### src/design/tt_pkg.sv
`default_nettype none

package tt_pkg;

    // token length limit: a token is cut at MAX_TOKEN_LEN-1 bytes
    localparam int MAX_TOKEN_LEN = 256;
    localparam int LEN_W         = $clog2(MAX_TOKEN_LEN);
    localparam logic [LEN_W-1:0] TOKEN_LIMIT = LEN_W'(MAX_TOKEN_LEN - 1);

    localparam int LINE_W  = 16;
    localparam int MASK_W  = 6;
    localparam logic [MASK_W-1:0] MASK_RESET = MASK_W'(31);

    // at most three results per input word
    localparam int MAX_RES = 3;
    localparam int CNT_W   = $clog2(MAX_RES + 1);

    localparam logic [7:0] CH_NEWLINE = 8'h0A;
    localparam logic [7:0] CH_SPACE   = 8'h20;
    localparam logic [7:0] CH_QUOTE   = 8'h22;
    localparam logic [7:0] CH_BSLASH  = 8'h5C;
    localparam logic [7:0] CH_LBRACE  = 8'h7B;
    localparam logic [7:0] CH_RBRACE  = 8'h7D;
    localparam logic [7:0] CH_LPAREN  = 8'h28;
    localparam logic [7:0] CH_RPAREN  = 8'h29;
    localparam logic [7:0] CH_SEMI    = 8'h3B;
    localparam logic [7:0] CH_EQUALS  = 8'h3D;

    // enable bits in special_mask
    localparam int SP_LBRACE = 0;
    localparam int SP_RBRACE = 1;
    localparam int SP_LPAREN = 2;
    localparam int SP_RPAREN = 3;
    localparam int SP_SEMI   = 4;
    localparam int SP_EQUALS = 5;

    typedef enum logic [1:0] {
        MODE_IDLE   = 2'd0,
        MODE_BARE   = 2'd1,
        MODE_QUOTED = 2'd2,
        MODE_DONE   = 2'd3
    } t_mode;

    typedef enum logic [1:0] {
        KIND_TOKEN_BYTE = 2'd0,
        KIND_TOKEN_END  = 2'd1,
        KIND_INPUT_END  = 2'd2
    } t_kind;

    typedef enum logic [1:0] {
        TYPE_BARE    = 2'd0,
        TYPE_QUOTED  = 2'd1,
        TYPE_SPECIAL = 2'd2
    } t_tok_type;

    typedef struct packed {
        t_kind      kind;
        logic [7:0] token_byte;
        t_tok_type  token_type;
        logic       truncated;
        logic       use_new;     // selects the line count after this word's newline
    } t_result;

    // all results caused by one input word
    typedef struct packed {
        t_result [MAX_RES-1:0] res;
        logic [CNT_W-1:0]      count;
        logic [LINE_W-1:0]     line_old;
        logic [LINE_W-1:0]     line_new;
    } t_group;

    function automatic logic is_special(input logic [7:0] b, input logic [MASK_W-1:0] mask);
        logic hit;
        unique case (b)
            CH_LBRACE: hit = mask[SP_LBRACE];
            CH_RBRACE: hit = mask[SP_RBRACE];
            CH_LPAREN: hit = mask[SP_LPAREN];
            CH_RPAREN: hit = mask[SP_RPAREN];
            CH_SEMI:   hit = mask[SP_SEMI];
            CH_EQUALS: hit = mask[SP_EQUALS];
            default:   hit = 1'b0;
        endcase
        return hit;
    endfunction

endpackage

`default_nettype wire

### src/design/tt_lexer.sv
`default_nettype none

module tt_lexer (
    input  wire logic                       i_clk,
    input  wire logic                       i_rst_n,
    input  wire logic                       i_step,
    input  wire logic [7:0]                 i_data_byte,
    input  wire logic                       i_end_of_input,
    input  wire logic [tt_pkg::MASK_W-1:0]  i_special_mask,
    output tt_pkg::t_group                  o_group
);

    typedef struct packed {
        tt_pkg::t_mode                         mode;
        logic                                  esc;
        logic                                  skip;
        logic [tt_pkg::LEN_W-1:0]              len;
        logic                                  bumped;
        logic [tt_pkg::CNT_W-1:0]              cnt;
        tt_pkg::t_result [tt_pkg::MAX_RES-1:0] res;
    } t_step;

    function automatic t_step emit(input t_step s, input tt_pkg::t_kind k,
                                   input logic [7:0] b, input tt_pkg::t_tok_type ty,
                                   input logic tr);
        t_step o;
        o = s;
        o.res[s.cnt] = '{kind: k, token_byte: b, token_type: ty, truncated: tr,
                         use_new: s.bumped};
        o.cnt = s.cnt + tt_pkg::CNT_W'(1);
        return o;
    endfunction

    // append a token byte; the limit closes the token at once
    function automatic t_step push(input t_step s, input logic [7:0] b,
                                   input tt_pkg::t_tok_type ty);
        t_step o;
        o = emit(s, tt_pkg::KIND_TOKEN_BYTE, b, ty, 1'b0);
        o.len = o.len + tt_pkg::LEN_W'(1);
        if (o.len == tt_pkg::TOKEN_LIMIT) begin
            o = emit(o, tt_pkg::KIND_TOKEN_END, 8'h00, ty, 1'b1);
            if (ty == tt_pkg::TYPE_QUOTED) begin
                o.skip = 1'b1;
            end
            o.mode = tt_pkg::MODE_IDLE;
            o.len  = '0;
            o.esc  = 1'b0;
        end
        return o;
    endfunction

    function automatic t_step start_token(input t_step s, input logic [7:0] b,
                                          input logic [tt_pkg::MASK_W-1:0] mask);
        t_step o;
        o = s;
        if (b <= tt_pkg::CH_SPACE) begin
            if (b == tt_pkg::CH_NEWLINE) begin
                o.bumped = 1'b1;
            end
        end else if (b == tt_pkg::CH_QUOTE) begin
            o.mode = tt_pkg::MODE_QUOTED;
            o.len  = '0;
            o.esc  = 1'b0;
        end else if (tt_pkg::is_special(b, mask)) begin
            o = emit(o, tt_pkg::KIND_TOKEN_BYTE, b, tt_pkg::TYPE_SPECIAL, 1'b0);
            o = emit(o, tt_pkg::KIND_TOKEN_END, 8'h00, tt_pkg::TYPE_SPECIAL, 1'b0);
        end else begin
            o.mode = tt_pkg::MODE_BARE;
            o.len  = '0;
            o = push(o, b, tt_pkg::TYPE_BARE);
        end
        return o;
    endfunction

    tt_pkg::t_mode              r_mode;
    logic                       r_esc;
    logic                       r_skip;
    logic [tt_pkg::LEN_W-1:0]   r_len;
    logic [tt_pkg::LINE_W-1:0]  r_line;

    t_step                      w_st;
    logic                       w_eoi;
    logic                       w_ended;
    logic                       w_handled;
    logic [tt_pkg::LINE_W-1:0]  w_line_inc;

    assign w_eoi      = i_end_of_input || (i_data_byte == 8'h00);
    assign w_line_inc = (r_line == '1) ? r_line : r_line + tt_pkg::LINE_W'(1);

    // next state and results for one word
    always_comb begin
        w_ended   = 1'b0;
        w_handled = 1'b0;
        w_st = '{mode: r_mode, esc: r_esc, skip: r_skip, len: r_len, bumped: 1'b0,
                 cnt: '0, res: '0};
        if (r_mode == tt_pkg::MODE_DONE) begin
            w_st = emit(w_st, tt_pkg::KIND_INPUT_END, 8'h00, tt_pkg::TYPE_BARE, 1'b0);
        end else if (w_eoi) begin
            if (r_mode == tt_pkg::MODE_BARE) begin
                w_st = emit(w_st, tt_pkg::KIND_TOKEN_END, 8'h00, tt_pkg::TYPE_BARE, 1'b0);
            end else if (r_mode == tt_pkg::MODE_QUOTED) begin
                if (r_esc) begin
                    w_st    = push(w_st, tt_pkg::CH_BSLASH, tt_pkg::TYPE_QUOTED);
                    w_ended = (w_st.mode == tt_pkg::MODE_IDLE);
                end
                if (!w_ended) begin
                    w_st = emit(w_st, tt_pkg::KIND_TOKEN_END, 8'h00,
                                tt_pkg::TYPE_QUOTED, 1'b0);
                end
            end
            w_st = emit(w_st, tt_pkg::KIND_INPUT_END, 8'h00, tt_pkg::TYPE_BARE, 1'b0);
            w_st.mode = tt_pkg::MODE_DONE;
            w_st.esc  = 1'b0;
            w_st.skip = 1'b0;
            w_st.len  = '0;
        end else if (r_skip) begin
            w_st.skip = 1'b0;
        end else begin
            unique case (r_mode)
                tt_pkg::MODE_IDLE: begin
                    w_st = start_token(w_st, i_data_byte, i_special_mask);
                end
                tt_pkg::MODE_BARE: begin
                    if (i_data_byte <= tt_pkg::CH_SPACE ||
                        tt_pkg::is_special(i_data_byte, i_special_mask)) begin
                        w_st = emit(w_st, tt_pkg::KIND_TOKEN_END, 8'h00,
                                    tt_pkg::TYPE_BARE, 1'b0);
                        w_st.mode = tt_pkg::MODE_IDLE;
                        w_st.len  = '0;
                        w_st = start_token(w_st, i_data_byte, i_special_mask);
                    end else begin
                        w_st = push(w_st, i_data_byte, tt_pkg::TYPE_BARE);
                    end
                end
                tt_pkg::MODE_QUOTED: begin
                    if (r_esc) begin
                        w_st.esc = 1'b0;
                        if (i_data_byte == tt_pkg::CH_QUOTE ||
                            i_data_byte == tt_pkg::CH_BSLASH) begin
                            w_st      = push(w_st, i_data_byte, tt_pkg::TYPE_QUOTED);
                            w_handled = 1'b1;
                        end else begin
                            // keep the backslash; if that hits the limit this byte is dropped
                            w_st      = push(w_st, tt_pkg::CH_BSLASH, tt_pkg::TYPE_QUOTED);
                            w_handled = (w_st.mode == tt_pkg::MODE_IDLE);
                        end
                    end
                    if (!w_handled) begin
                        if (i_data_byte == tt_pkg::CH_QUOTE) begin
                            w_st = emit(w_st, tt_pkg::KIND_TOKEN_END, 8'h00,
                                        tt_pkg::TYPE_QUOTED, 1'b0);
                            w_st.mode = tt_pkg::MODE_IDLE;
                            w_st.len  = '0;
                        end else if (i_data_byte == tt_pkg::CH_BSLASH) begin
                            w_st.esc = 1'b1;
                        end else begin
                            if (i_data_byte == tt_pkg::CH_NEWLINE) begin
                                w_st.bumped = 1'b1;
                            end
                            w_st = push(w_st, i_data_byte, tt_pkg::TYPE_QUOTED);
                        end
                    end
                end
                default: begin
                    w_st.mode = r_mode;
                end
            endcase
        end
    end

    always_comb begin
        o_group.res      = w_st.res;
        o_group.count    = w_st.cnt;
        o_group.line_old = r_line;
        o_group.line_new = w_line_inc;
    end

    always_ff @(posedge i_clk) begin
        if (!i_rst_n) begin
            r_mode <= tt_pkg::MODE_IDLE;
            r_esc  <= 1'b0;
            r_skip <= 1'b0;
            r_len  <= '0;
            r_line <= tt_pkg::LINE_W'(1);
        end else if (i_step) begin
            r_mode <= w_st.mode;
            r_esc  <= w_st.esc;
            r_skip <= w_st.skip;
            r_len  <= w_st.len;
            if (w_st.bumped) begin
                r_line <= w_line_inc;
            end
        end
    end

endmodule

`default_nettype wire

### src/design/text_tokenizer.sv
// Streaming tokenizer with quoted strings.
// Input channel (i_valid / o_stall): one text byte per word, or an end-of-input
// flag. A word is taken at a clock edge with i_valid high and o_stall low.
// Output channel (o_valid / i_stall): one result per word: a token byte, an
// end-of-token marker or the end-of-input marker, with o_last on the final
// result that an input word caused. A word is taken when o_valid is high and
// i_stall is low.
// Configuration (i_cfg_valid / o_cfg_ready): writes special_mask; always ready.
// The results of an input word are registered in the result-group queue before they
// are offered. Throughput: one input word per cycle while each word yields at most
// one result and the receiver does not stall; a word that yields several results
// occupies the output until each of them is taken, a word that yields none takes
// no queue entry. The rate is set by the one result per cycle that the output port
// can deliver; a two-entry result-group queue lets the next input word enter while a result still waits.
// Reset (synchronous, active low): between tokens, line count 1, special_mask
// 31, queue empty. When the receiver stalls, the offered result holds still,
// the queue fills and o_stall rises.
`default_nettype none

module text_tokenizer (
    input  wire logic                       i_clk,
    input  wire logic                       i_rst_n,
    // input channel
    input  wire logic                       i_valid,
    output logic                            o_stall,
    input  wire logic [7:0]                 i_data_byte,
    input  wire logic                       i_end_of_input,
    // configuration
    input  wire logic                       i_cfg_valid,
    output logic                            o_cfg_ready,
    input  wire logic [tt_pkg::MASK_W-1:0]  i_cfg_special_mask,
    // output channel
    output logic                            o_valid,
    input  wire logic                       i_stall,
    output logic [1:0]                      o_kind,
    output logic [7:0]                      o_token_byte,
    output logic [1:0]                      o_token_type,
    output logic                            o_truncated,
    output logic [tt_pkg::LINE_W-1:0]       o_line_number,
    output logic                            o_last
);

    logic [tt_pkg::MASK_W-1:0]  r_mask;

    // result-group queue: two entries, one group per input word that yields results
    tt_pkg::t_group             r_q [2];
    logic                       r_wr_ptr;
    logic                       r_rd_ptr;
    logic [1:0]                 r_count;
    logic [1:0]                 n_count;
    logic [tt_pkg::CNT_W-1:0]   r_sub;     // result index within head group

    tt_pkg::t_group             w_group;
    tt_pkg::t_group             w_head;
    tt_pkg::t_result            w_res;
    logic                       w_in_accept;
    logic                       w_push;
    logic                       w_out_accept;
    logic                       w_head_last;
    logic                       w_pop;

    assign o_cfg_ready = 1'b1;

    always_ff @(posedge i_clk) begin
        if (!i_rst_n) begin
            r_mask <= tt_pkg::MASK_RESET;
        end else if (i_cfg_valid) begin
            r_mask <= i_cfg_special_mask;
        end
    end

    assign o_stall     = (r_count == 2'd2);
    assign w_in_accept = i_valid && !o_stall;
    // words that cause no result leave no trace in the queue
    assign w_push      = w_in_accept && (w_group.count != '0);

    tt_lexer u_lexer (
        .i_clk          (i_clk),
        .i_rst_n        (i_rst_n),
        .i_step         (w_in_accept),
        .i_data_byte    (i_data_byte),
        .i_end_of_input (i_end_of_input),
        .i_special_mask (r_mask),
        .o_group        (w_group)
    );

    assign w_head       = r_q[r_rd_ptr];
    assign w_res        = w_head.res[r_sub];
    assign o_valid      = (r_count != 2'd0);
    assign w_head_last  = (r_sub == w_head.count - tt_pkg::CNT_W'(1));
    assign w_out_accept = o_valid && !i_stall;
    assign w_pop        = w_out_accept && w_head_last;

    always_comb begin
        n_count = r_count;
        if (w_push && !w_pop) begin
            n_count = r_count + 2'd1;
        end else if (w_pop && !w_push) begin
            n_count = r_count - 2'd1;
        end
    end

    always_ff @(posedge i_clk) begin
        if (!i_rst_n) begin
            r_wr_ptr <= 1'b0;
            r_rd_ptr <= 1'b0;
            r_count  <= 2'd0;
            r_sub    <= '0;
        end else begin
            r_count <= n_count;
            if (w_push) begin
                r_wr_ptr <= ~r_wr_ptr;
            end
            if (w_pop) begin
                r_rd_ptr <= ~r_rd_ptr;
            end
            if (w_out_accept) begin
                r_sub <= w_pop ? '0 : r_sub + tt_pkg::CNT_W'(1);
            end
        end
    end

    always_ff @(posedge i_clk) begin
        if (w_push) begin
            r_q[r_wr_ptr] <= w_group;
        end
    end

    assign o_kind        = w_res.kind;
    assign o_token_byte  = w_res.token_byte;
    assign o_token_type  = w_res.token_type;
    assign o_truncated   = w_res.truncated;
    assign o_line_number = w_res.use_new ? w_head.line_new : w_head.line_old;
    assign o_last        = w_head_last;

endmodule

`default_nettype wire
### config.mk
export PLATFORM = sky130hd
export DESIGN_NAME = text_tokenizer
export DESIGN_NICKNAME = d
export VERILOG_FILES = /design/src/design/tt_pkg.sv /design/src/design/tt_lexer.sv /design/src/design/text_tokenizer.sv
export SDC_FILE = /design/constraint.sdc
export NUM_CORES = 1
export LEC_CHECK = 0
export BUFFER_PORTS_ARGS = -buffer_cell sky130_fd_sc_hd__buf_2
export CELL_PAD_IN_SITES_DETAIL_PLACEMENT = 1
export CELL_PAD_IN_SITES_GLOBAL_PLACEMENT = 2
export CORE_MARGIN = 8
export CORE_UTILIZATION = 42
export DETAILED_ROUTE_END_ITERATION = 8
export PLACE_DENSITY_LB_ADDON = 0.1
export SYNTH_ARGS = -nofsm -noshare
export SYNTH_HDL_FRONTEND = slang
export SYNTH_HIERARCHICAL = 1
export SYNTH_SLANG_ARGS = --single-unit
### constraint.sdc
create_clock -name i_clk -period 10.7 [get_ports i_clk]
set_clock_uncertainty 0.15 [all_clocks]
set_input_delay 0 -clock i_clk [delete_from_list [all_inputs] [get_ports i_clk]]
set_output_delay 0 -clock i_clk [all_outputs]
set_load 0.01 [all_outputs]
==> run metrics, run 1 <==
status=finished clean; worst-margin pin slew=roughly 1.1 ns; WL final=~27,000 um; Max Clock Freq=148 MHz; CTS H-tree lvls=4; antenna-violating nets left=0; Initial Util=between 40% and 50%; First DRT Iteration DRCs=385; routed wire length per instance=21.1 um; Yosys top cell area share=44.1%; first-pass GRT wire length=about 43,000 um; Post-synth EDFFs=roughly 150; post-route cell area=11,700 um^2; peak supply drop=129 uV; Mapped Area=10,300 um^2; worst-case clock buffer depth=2; Slew HR=27.3%; final setup violation count=0; Core ar.=roughly 24,000 um^2; vias in the first global route=7,857; DRC Markers=0; cts hold-fix bufs=30; fin. max-slew vios=0; Post CTS Setup Buffer Count=0; Pleak=4.01 nW; CTS clk-pin slew, worst paths=0.08 ns; top post-synthesis cells by area=edfxtp_1 (44%), mux2i_1 (8.0%), dfxtp_1 (7.9%); share of cells above drive strength 1=15.2%; busiest grt layer=met2; initial antenna violation count=0; CP Capture Type=register; synthesis-to-layout area growth=12.9%; CP Cell Sequence=ha_1, nand3_2, or3_1, a211oi_1, buf_4, nor2_1, mux2i_1, inv_1, ha_1, or2_2, o211ai_2, o2111ai_2, a21oi_2, ha_1, nand2_1, nand2_1, a21oi_1, o21ai_0, o211ai_1, o211a_1, nor2b_4, buf_4; Crit Path Max Fanout=76; startpoint types=register; Power Density=217 nW/um^2; M3 GR Usage=2.61%; clk sinks=~190; Die Ht=173 um; met1 Usage GRT=24.2%; Seq/Total Area, Yosys=52.0%; clk root buf=clkbuf_16; DR pass1 iterations=5; minimum clock period=just under 7 ns; Reg area=5390 um^2; Row Count=57; Post-Place Cell Area=10,800 um^2; CTS tree=built; via density per instance=5.70; post-CTS resize count=0; Worst-Skew Late Latency=roughly 0.43 ns; dominant cell type by area after synthesis=edfxtp_1; most frequent cells after synthesis=edfxtp_1 (152), nor2_1 (85), mux2i_1 (83); Via Count=7,380; Synth warnings=6; TritonCTS buffer count=17; antenna cells=0; Fin. Hold Viols=0; WS Path Type=reg2reg; filler cell count=about 2.6k; die footprint=29,900 um^2; worst min-delay path category=in2reg; asr flop ratio synth=0%; Tot GR Track Use=between 15 and 20%; remaining global-route overflow=0; Buffers on Ports=51; flops & latches, synth=193; most common cell in the netlist=edfxtp_1; Ports=53; GP Congestion=0.848; Final HPWL DP=18,600 um; unrepaired setup endpoints after global routing=false; delay of the slowest critical-path stage=0.77 ns; fin util=48.2%; worst path required time=between 10 and 15 ns; Cells after Synth=~910; grt met2 use=29.7%; area of the multi-input gates=4580 um^2; CP dominant cell by count=ha_1; setup TNS=0 ns; Yosys cell types=96; Max-Cap Viols=0; Nets=992; die extent in x=173 um; Avg Inst Size Synth=11.4 um^2; largest net degree at the start of global routing=77; period utilization=63.1%; top_reg_cell synth=edfxtp_1; slowest CP cell=buf_4; WP data arrival=6.64 ns
## logic make-up (layout without fill, tap and decap cells)
family | count (synthesis) | in the layout | share of synthesized area, %
AO/OA/AOI/OAI | 173 | 173 | 12.5
XOR/XNOR | 33 | 33 | 3.05
adder cells (fa/ha/maj) | 15 | 15 | 1.81
buffers and inverters | 84 | 141 | 4.10
flip-flops | 193 | 193 | 52.0
multiplexers | 101 | 101 | 11.5
other | 2 | 10 | 0.0726
AND/OR/NAND/NOR | 304 | 304 | 14.9
## through the flow
stage          total power [W]  std cells  hold WS [ns]  worst slack, ns
2_1_floorplan          0.00163        913       -0.0881             2.44
3_3_place_gp           0.00186       1232        0.0679             4.10
3_5_place_dp           0.00190       1232        0.0722             3.93
4_1_cts                0.00256       1294         0.312             3.89
5_1_grt                0.00267       1294         0.354             3.40
6_report               0.00253       1294         0.324             3.95
## power by group
group	switching, W	internal (W)
Clock	0.000331	0.000324
Combinational	0.000525	0.000308
Sequential	0.0000518	0.000992
## metal layers
metal  share of wire [%]  up-vias  wire length, um
met1                  47     3722            12900
met3                 3.2       30              873
li1                    -     3486                -
met2                  48      142            13100
met5                   0        -                0
met4                 1.6        0              440
## sequential cells by signal (all words and copies together), names as in the netlist, 2 cells and up, named ones only
signal          flops
u_lexer/r_line     16
r_sub               2
u_lexer/r_len       8
u_lexer/r_mode      2
r_q               152
r_count             2
r_mask              6
## final timing paths
kind / start / end / slack (ns) / cells past startpoint
min: i_rst_n / u_lexer/r_line[0] / 0.32 / 3
min reg2reg: r_rd_ptr / register / 0.34 / 2
max reg2reg: u_lexer/r_len[0] / r_q[0][19] / 3.95 / 22
max: u_lexer/r_len[0] / r_q[0][19] / 3.95 / 22
## cell usage in the layout, fill, tap and decap left out, drive strengths merged, types with 30 or more instances in the layout
cell | netlist | routed
dlygate4sd3 | 0 | 30
mux2i | 83 | 83
a21oi | 42 | 42
edfxtp | 152 | 152
o21ai | 33 | 33
dfxtp | 41 | 41
buf | 36 | 59
nor2 | 85 | 85
nand3 | 31 | 31
nand2 | 75 | 75
## critical path: cells and delay by family (launching register included)
family,cells,cell delay (ns)
compound gates,8,1.96
buf+inv,3,1.10
mux,1,0.25
flops,1,0.50
simple gates,7,1.34
fa+ha+maj,3,0.99
## layout make-up
cell class,instances,area share (%)
sequential,193,46.1
clock buffer,17,3.64
timing repair buffer,89,5.27
clock inverter,15,1.69
tap,324,3.47
multi-input combinational,636,39.2
inverter,20,0.642
Power figures use the tool's default switching activity.
==> run 2, diff against run 1 <==
ABC_AREA = 1   (was default)
CORE_UTILIZATION = 35   (was 42)
clock period = 6 ns   (was 10.7 ns; I/O delays follow)
==> run metrics, run 2 <==
status=finished clean; Nets=1,245 (+26%); Worst-Skew Late Latency=0.44 ns (about the same); Fin. Hold Viols=0 (unchanged); largest net degree at the start of global routing=77 (unchanged); most frequent cells after synthesis=nand2_1 (246), edfxtp_1 (152), nor2_1 (121); peak supply drop=191 uV (+48%); antenna-violating nets left=0 (unchanged); clk sinks=193 (unchanged); post-route cell area=11,600 um^2 (-0.78%); worst-case clock buffer depth=2 (unchanged); Via Count=7,968 (+8.0%); Die Ht=186 um (+7.4%); Max-Cap Viols=0 (unchanged); worst path required time=6.17 ns (-4.42 ns); fin. max-slew vios=0 (unchanged); Synth warnings=6 (unchanged); routed wire length per instance=17.5 um (-17%); CTS clk-pin slew, worst paths=0.08 ns (about the same); FF-to-FF Start=u_lexer/r_len[1]; WS Path Type=reg2reg; synthesis-to-layout area growth=14.9%; die footprint=34,500 um^2 (+15%); minimum clock period=5.25 ns (-1.51 ns); Cells after Synth=1,138 (+26%); DRC Markers=0 (unchanged); top post-synthesis cells by area=edfxtp_1 (45%), nand2_1 (9.1%), dfxtp_1 (8.1%); setup TNS=0 ns (unchanged); Worst Setup SP=u_lexer/r_len[1]; Flop pwr share=40.5% (-0.7 points); mux contribution to synthesized area=1.59% (-10 points); startpoint types=register; vias in the first global route=8,117 (+3.3%); share of cells above drive strength 1=13.7% (-1.4 points); largest registers=r_q (152), u_lexer/r_line (16), u_lexer/r_len (8); CP dominant cell by count=ha_1; leading cell type in the layout, fill and taps excluded=nand2_1; Post-Synth XOR/XNOR Area=0.781% (-2.3 points); initial antenna violation count=1 (+1); final setup margin=0.754 ns (-3.19 ns); Synth Area in Simple Gates=22.3% (+7.4 points); Crit Path Max Fanout=24 (-68%); CTS tree=built; remaining global-route overflow=0 (unchanged); delay of the slowest critical-path stage=0.46 ns (-0.31 ns); Post-Place Cell Area=10,700 um^2 (-0.66%); asr flop ratio synth=0% (unchanged); Compound-Gate Fraction of Synth Area=12.6% (+0.092 points); Core ar.=28,500 um^2 (+18%); Post-synth EDFFs=152 (unchanged); period utilization=87.4% (+24 points); die extent in x=186 um (+7.4%); worst-margin pin slew=0.942 ns (-0.149 ns); most common cell in the netlist=nand2_1; Worst Hold Path EP=r_q[1][18]; clock power share=26.1% (+0.2 points); CTS H-tree lvls=4 (unchanged); flops & latches, synth=193 (unchanged); Place WS=0.565 ns (-3.36 ns); Row Count=62 (+8.8%); Mapped Area=10,100 um^2 (-2.5%); first-pass GRT wire length=45,300 um (+4.1%); Tot GR Track Use=16.8% (-1.2 points); Seq/Total Area, Yosys=53.4% (+1.3 points); Synth Area in Adders=1.86% (+0.046 points); unrepaired setup endpoints after global routing=false; Yosys top cell area share=45.2% (+1.1 points); final setup violation count=0 (unchanged); Yosys cell types=48 (-50%); internal power=0.00271 W (+67%); FF-to-FF path depth=29 (+32%); TritonCTS buffer count=17 (unchanged); WL final=28,200 um (+3.3%); via density per instance=4.96 (-13%); slowest CP cell=dfxtp_1; Post CTS Setup Buffer Count=0 (unchanged); antenna cells=0 (unchanged); Largest Register=r_q; DR pass1 iterations=5 (unchanged); overall power=0.00433 W (+71%); Power Density=373 nW/um^2 (+72%); Pleak=4.64 nW (+16%); Reg2Reg Capture Point=r_count[1]; Comb power frac=33.4% (+0.5 points); dominant cell type by area after synthesis=edfxtp_1; Max Clock Freq=191 MHz (+29%); switching pwr=0.00162 W (+79%); Buffers on Ports=51 (unchanged); largest family of logic cells by synthesized area=simple AND/OR/NAND/NOR gates; clk root buf=clkbuf_16; Hold Crit Depth=0 (-3); Net Sw Frac=37.5% (+1.6 points); hold path start=u_lexer/r_line[2]; max FFs per register=152 (unchanged); Final HPWL DP=19,800 um (+6.2%); GP Congestion=0.802 (-5.4%); CP Capture Type=register; Ports=53 (unchanged); WP data arrival=5.42 ns (-1.22 ns); First DRT Iteration DRCs=433 (+12%); Initial Util=35.4% (-7.3 points); Avg Inst Size Synth=8.87 um^2 (-22%); most frequent cells in the layout=nand2_1 (246), edfxtp_1 (152), nor2_1 (119); Hold WS=0.314 ns (-0.0103 ns); worst min-delay path category=reg2reg; Slew HR=37.2% (+9.9 points); FF-to-FF setup slack=0.75 ns (-3.19 ns); top_reg_cell synth=edfxtp_1
[run 2: cell count changes after synthesis, moves of 12 or more]
cell and change:
xnor2_1 -23, inv_1 +91, a21oi_1 +17, and3_1 -12
clkbuf_1 -13, mux4_2 -14, o21ai_2 +15, nand3_1 +22
o21ai_0 +70, nand2_1 +172, o22ai_1 +12, mux2i_1 -67
nor2_1 +36, nand2_2 +24
[run 2: cells by family (layout without fill, tap and decap cells)]
family                   count (synthesis)  after routing
AND/OR/NAND/NOR                        510            510
AO/OA/AOI/OAI                          224            224
flip-flops                             193            193
buffers and inverters                  169            246
multiplexers                            16             16
adder cells (fa/ha/maj)                 15             15
XOR/XNOR                                 9              9
other                                    2             10
[run 2: metrics by stage]
step,instances,utilization (%)
final,1607,40.6
after global routing,1607,40.6
after CTS,1607,40.6
after detailed placement,1544,37.5
after global placement,1544,37.5
after floorplan,1146,-
[run 2: critical path, delay by kind of cell, from the launching register on]
kind	cells	cell delay, ns
buf+inv	3	0.24
compound gates	9	1.68
simple gates	13	1.51
flops	1	0.46
fa+ha+maj	4	1.07
[run 2: cell type report]
type                    instances  area (um^2)
multi-input cells             784         4000
repair buffers                 95          688
well taps                     384          480
fillers                      3378        17000
clock inverters                14          164
clock buffers                  18          429
inverters                     119          447
flip-flops and latches        193         5390
[run 2: how the worst max path moves through the flow]
| stage | end | cells past startpoint |
|---|---|---|
| after floorplan | r_q[1][0] | 27 |
| after global placement | r_count[1] | 31 |
| after detailed placement | r_count[1] | 29 |
| after CTS | r_count[1] | 29 |
| after global routing | r_count[1] | 30 |
| final | r_count[1] | 29 |
[run 2: metal layers]
layer	up-vias	wire length, um	GRT usage [%]
met5	-	0	0
met4	0	246	3.49
met3	18	1070	2.85
met2	111	13000	26.9
met1	3848	13800	23.6
li1	3991	-	-
[run 2: power by group through the flow]
stage / Combinational, W / Clock, W / Sequential (W)
after floorplan: 0.000971 / 0 / 0.00178
after global placement: 0.00144 / 0 / 0.00178
after detailed placement: 0.00146 / 0 / 0.00179
after CTS: 0.00148 / 0.00117 / 0.00176
after global routing: 0.00163 / 0.00121 / 0.00177
final: 0.00144 / 0.00113 / 0.00175
[run 2: timing repair]
item,4_1_cts,5_1_grt
endpoints found under the hold margin,56,0
endpoints found under the setup margin,0,1
hold buffers,31,0
resized for setup,0,1
==> run 3, diff against run 2 <==
CORE_ASPECT_RATIO = 0.5   (was default)
CTS_BUF_LIST = sky130_fd_sc_hd__clkbuf_16   (was default)
==> run metrics, run 3 (synthesis results as in run 2) <==
largest net degree at the start of global routing=76 (-1.3%); worst min-delay path category=in2reg; die footprint=34,900 um^2 (+0.95%); FF-to-FF Start=u_lexer/r_len[1]; Slew HR=37.7% (+0.54 points); Tot GR Track Use=16.7% (-0.10 points); Fin. Hold Viols=0 (unchanged); fin. max-slew vios=0 (unchanged); initial antenna violation count=0 (-1); CP Capture Type=register; First DRT Iteration DRCs=404 (-6.7%); Via Count=8,012 (+0.55%); period utilization=90.0% (+2.6 points); setup TNS=0 ns (unchanged); DRC Markers=0 (unchanged); final setup margin=0.600 ns (-0.155 ns); max FFs per register=152 (unchanged); Row Count=44 (-29%); largest registers=r_q (152), u_lexer/r_line (16), u_lexer/r_len (8); share of cells above drive strength 1=13.5% (-0.21 points); status=finished clean; GP Congestion=0.873 (+8.7%); WL final=28,500 um (+1.2%); Core ar.=28,700 um^2 (+0.47%); antenna-violating nets left=0 (unchanged); DR pass1 iterations=5 (unchanged); Max Clock Freq=185 MHz (-2.9%); first-pass GRT wire length=46,000 um (+1.7%); unrepaired setup endpoints after global routing=false; overall power=0.00445 W (+2.8%); Die Ht=136 um (-27%); CTS clk-pin slew, worst paths=0.07 ns (about the same); filler cell count=3,368 (-0.30%); leading cell type in the layout, fill and taps excluded=nand2_1; CTS H-tree lvls=4 (unchanged); final setup violation count=0 (unchanged); Ports=53 (unchanged); worst-margin pin slew=0.934 ns (-0.00815 ns); antenna cells=0 (unchanged); Worst Setup SP=u_lexer/r_len[1]; clk root buf=clkbuf_16; slowest CP cell=o21ai_0; TritonCTS buffer count=17 (unchanged); synthesis-to-layout area growth=15.3%; post-CTS resize count=0 (unchanged); delay of the slowest critical-path stage=0.62 ns (+0.16 ns); Max-Cap Viols=0 (unchanged); Initial Util=35.2% (-0.17 points); clk sinks=193 (unchanged); peak supply drop=273 uV (+43%); remaining global-route overflow=0 (unchanged); WP data arrival=5.59 ns (+0.17 ns); Crit Path Max Fanout=24 (unchanged); via density per instance=4.97 (+0.30%); hold path start=i_data_byte[1]; die extent in x=256 um (+38%); Place WS=0.609 ns (+0.0441 ns); Buffers on Ports=51 (unchanged); most frequent cells in the layout=nand2_1 (246), edfxtp_1 (152), nor2_1 (119); CTS tree=built; vias in the first global route=8,437 (+3.9%); area of the multi-input gates=4000 um^2 (unchanged); worst-case clock buffer depth=2 (unchanged); Pleak=4.66 nW (+0.44%); startpoint types=register; Power Density=383 nW/um^2 (+2.5%); routed wire length per instance=17.7 um (+0.98%); Nets=1,242 (-0.24%); minimum clock period=5.40 ns (+0.155 ns); WS Path Type=reg2reg; Reg area=5390 um^2 (unchanged); Worst-Skew Late Latency=0.45 ns (about the same); worst path required time=6.19 ns (+0.02 ns); Final HPWL DP=19,800 um (about the same); Largest Register=r_q
-- run 3: cell types whose count changed in the layout (fill, tap and decap cells not counted), sizes merged --
cell,previous run,this run
clkinvlp,1,0
bufinv,0,4
inv,123,124
clkinv,9,6
clkbuf,18,17
buf,64,61
-- run 3: repair_timing --
action,in CTS,in global routing
endpoints found under the hold margin,61,0
setup buffers,0,0
hold buffers,31,0
-- run 3: worst max-delay path, delay by kind of cell, from the launching register on --
family | cells | cell delay [ns]
and+or+nand+nor | 15 | 1.64
buffers and inverters | 4 | 0.34
DFF | 1 | 0.45
adders and majority gates | 4 | 1.10
AOI/OAI and AO/OA | 8 | 1.60
-- run 3: final timing paths --
kind | end | slack, ns | cells past startpoint
worst max-delay path | r_count[1] | 0.60 | 31
worst min register to register | r_q[1][18] | 0.31 | 0
worst min-delay path | r_q[1][39] | 0.30 | 4
worst max register to register | r_count[1] | 0.60 | 31
-- run 3: layout make-up --
| class | count | share of cell area, % |
|---|---|---|
| clock buffers | 17 | 3.66 |
| clock inverters | 15 | 1.89 |
| well taps | 391 | 4.20 |
| repair buffers | 92 | 5.72 |
| inverters | 119 | 3.84 |
| flip-flops and latches | 193 | 46.3 |
| multi-input cells | 784 | 34.4 |
-- run 3: power breakdown --
part | switching (W) | internal (W)
registers | 0.0000625 | 0.00170
clock network | 0.000542 | 0.000712
logic | 0.000995 | 0.000443
-- run 3: per-stage QoR --
stage / util, % / instance area (um^2) / hold WS [ns] / instances
2_1_floorplan: - / 10100 / -0.0279 / 1146
3_3_place_gp: 37.2 / 10700 / 0.0647 / 1548
3_5_place_dp: 37.2 / 10700 / 0.0707 / 1548
4_1_cts: 40.6 / 11600 / 0.263 / 1611
5_1_grt: 40.6 / 11600 / 0.332 / 1611
6_report: 40.6 / 11600 / 0.300 / 1611
-- run 3: per-layer routing --
layer	vias up	track usage [%]	routed length (um)	share of wire, %
met2	88	28.7	13600	48
met5	-	0	0	0
li1	3973	-	-	-
met3	33	3.34	850	3.0
met1	3918	21.4	13600	48
met4	0	4.75	503	1.8
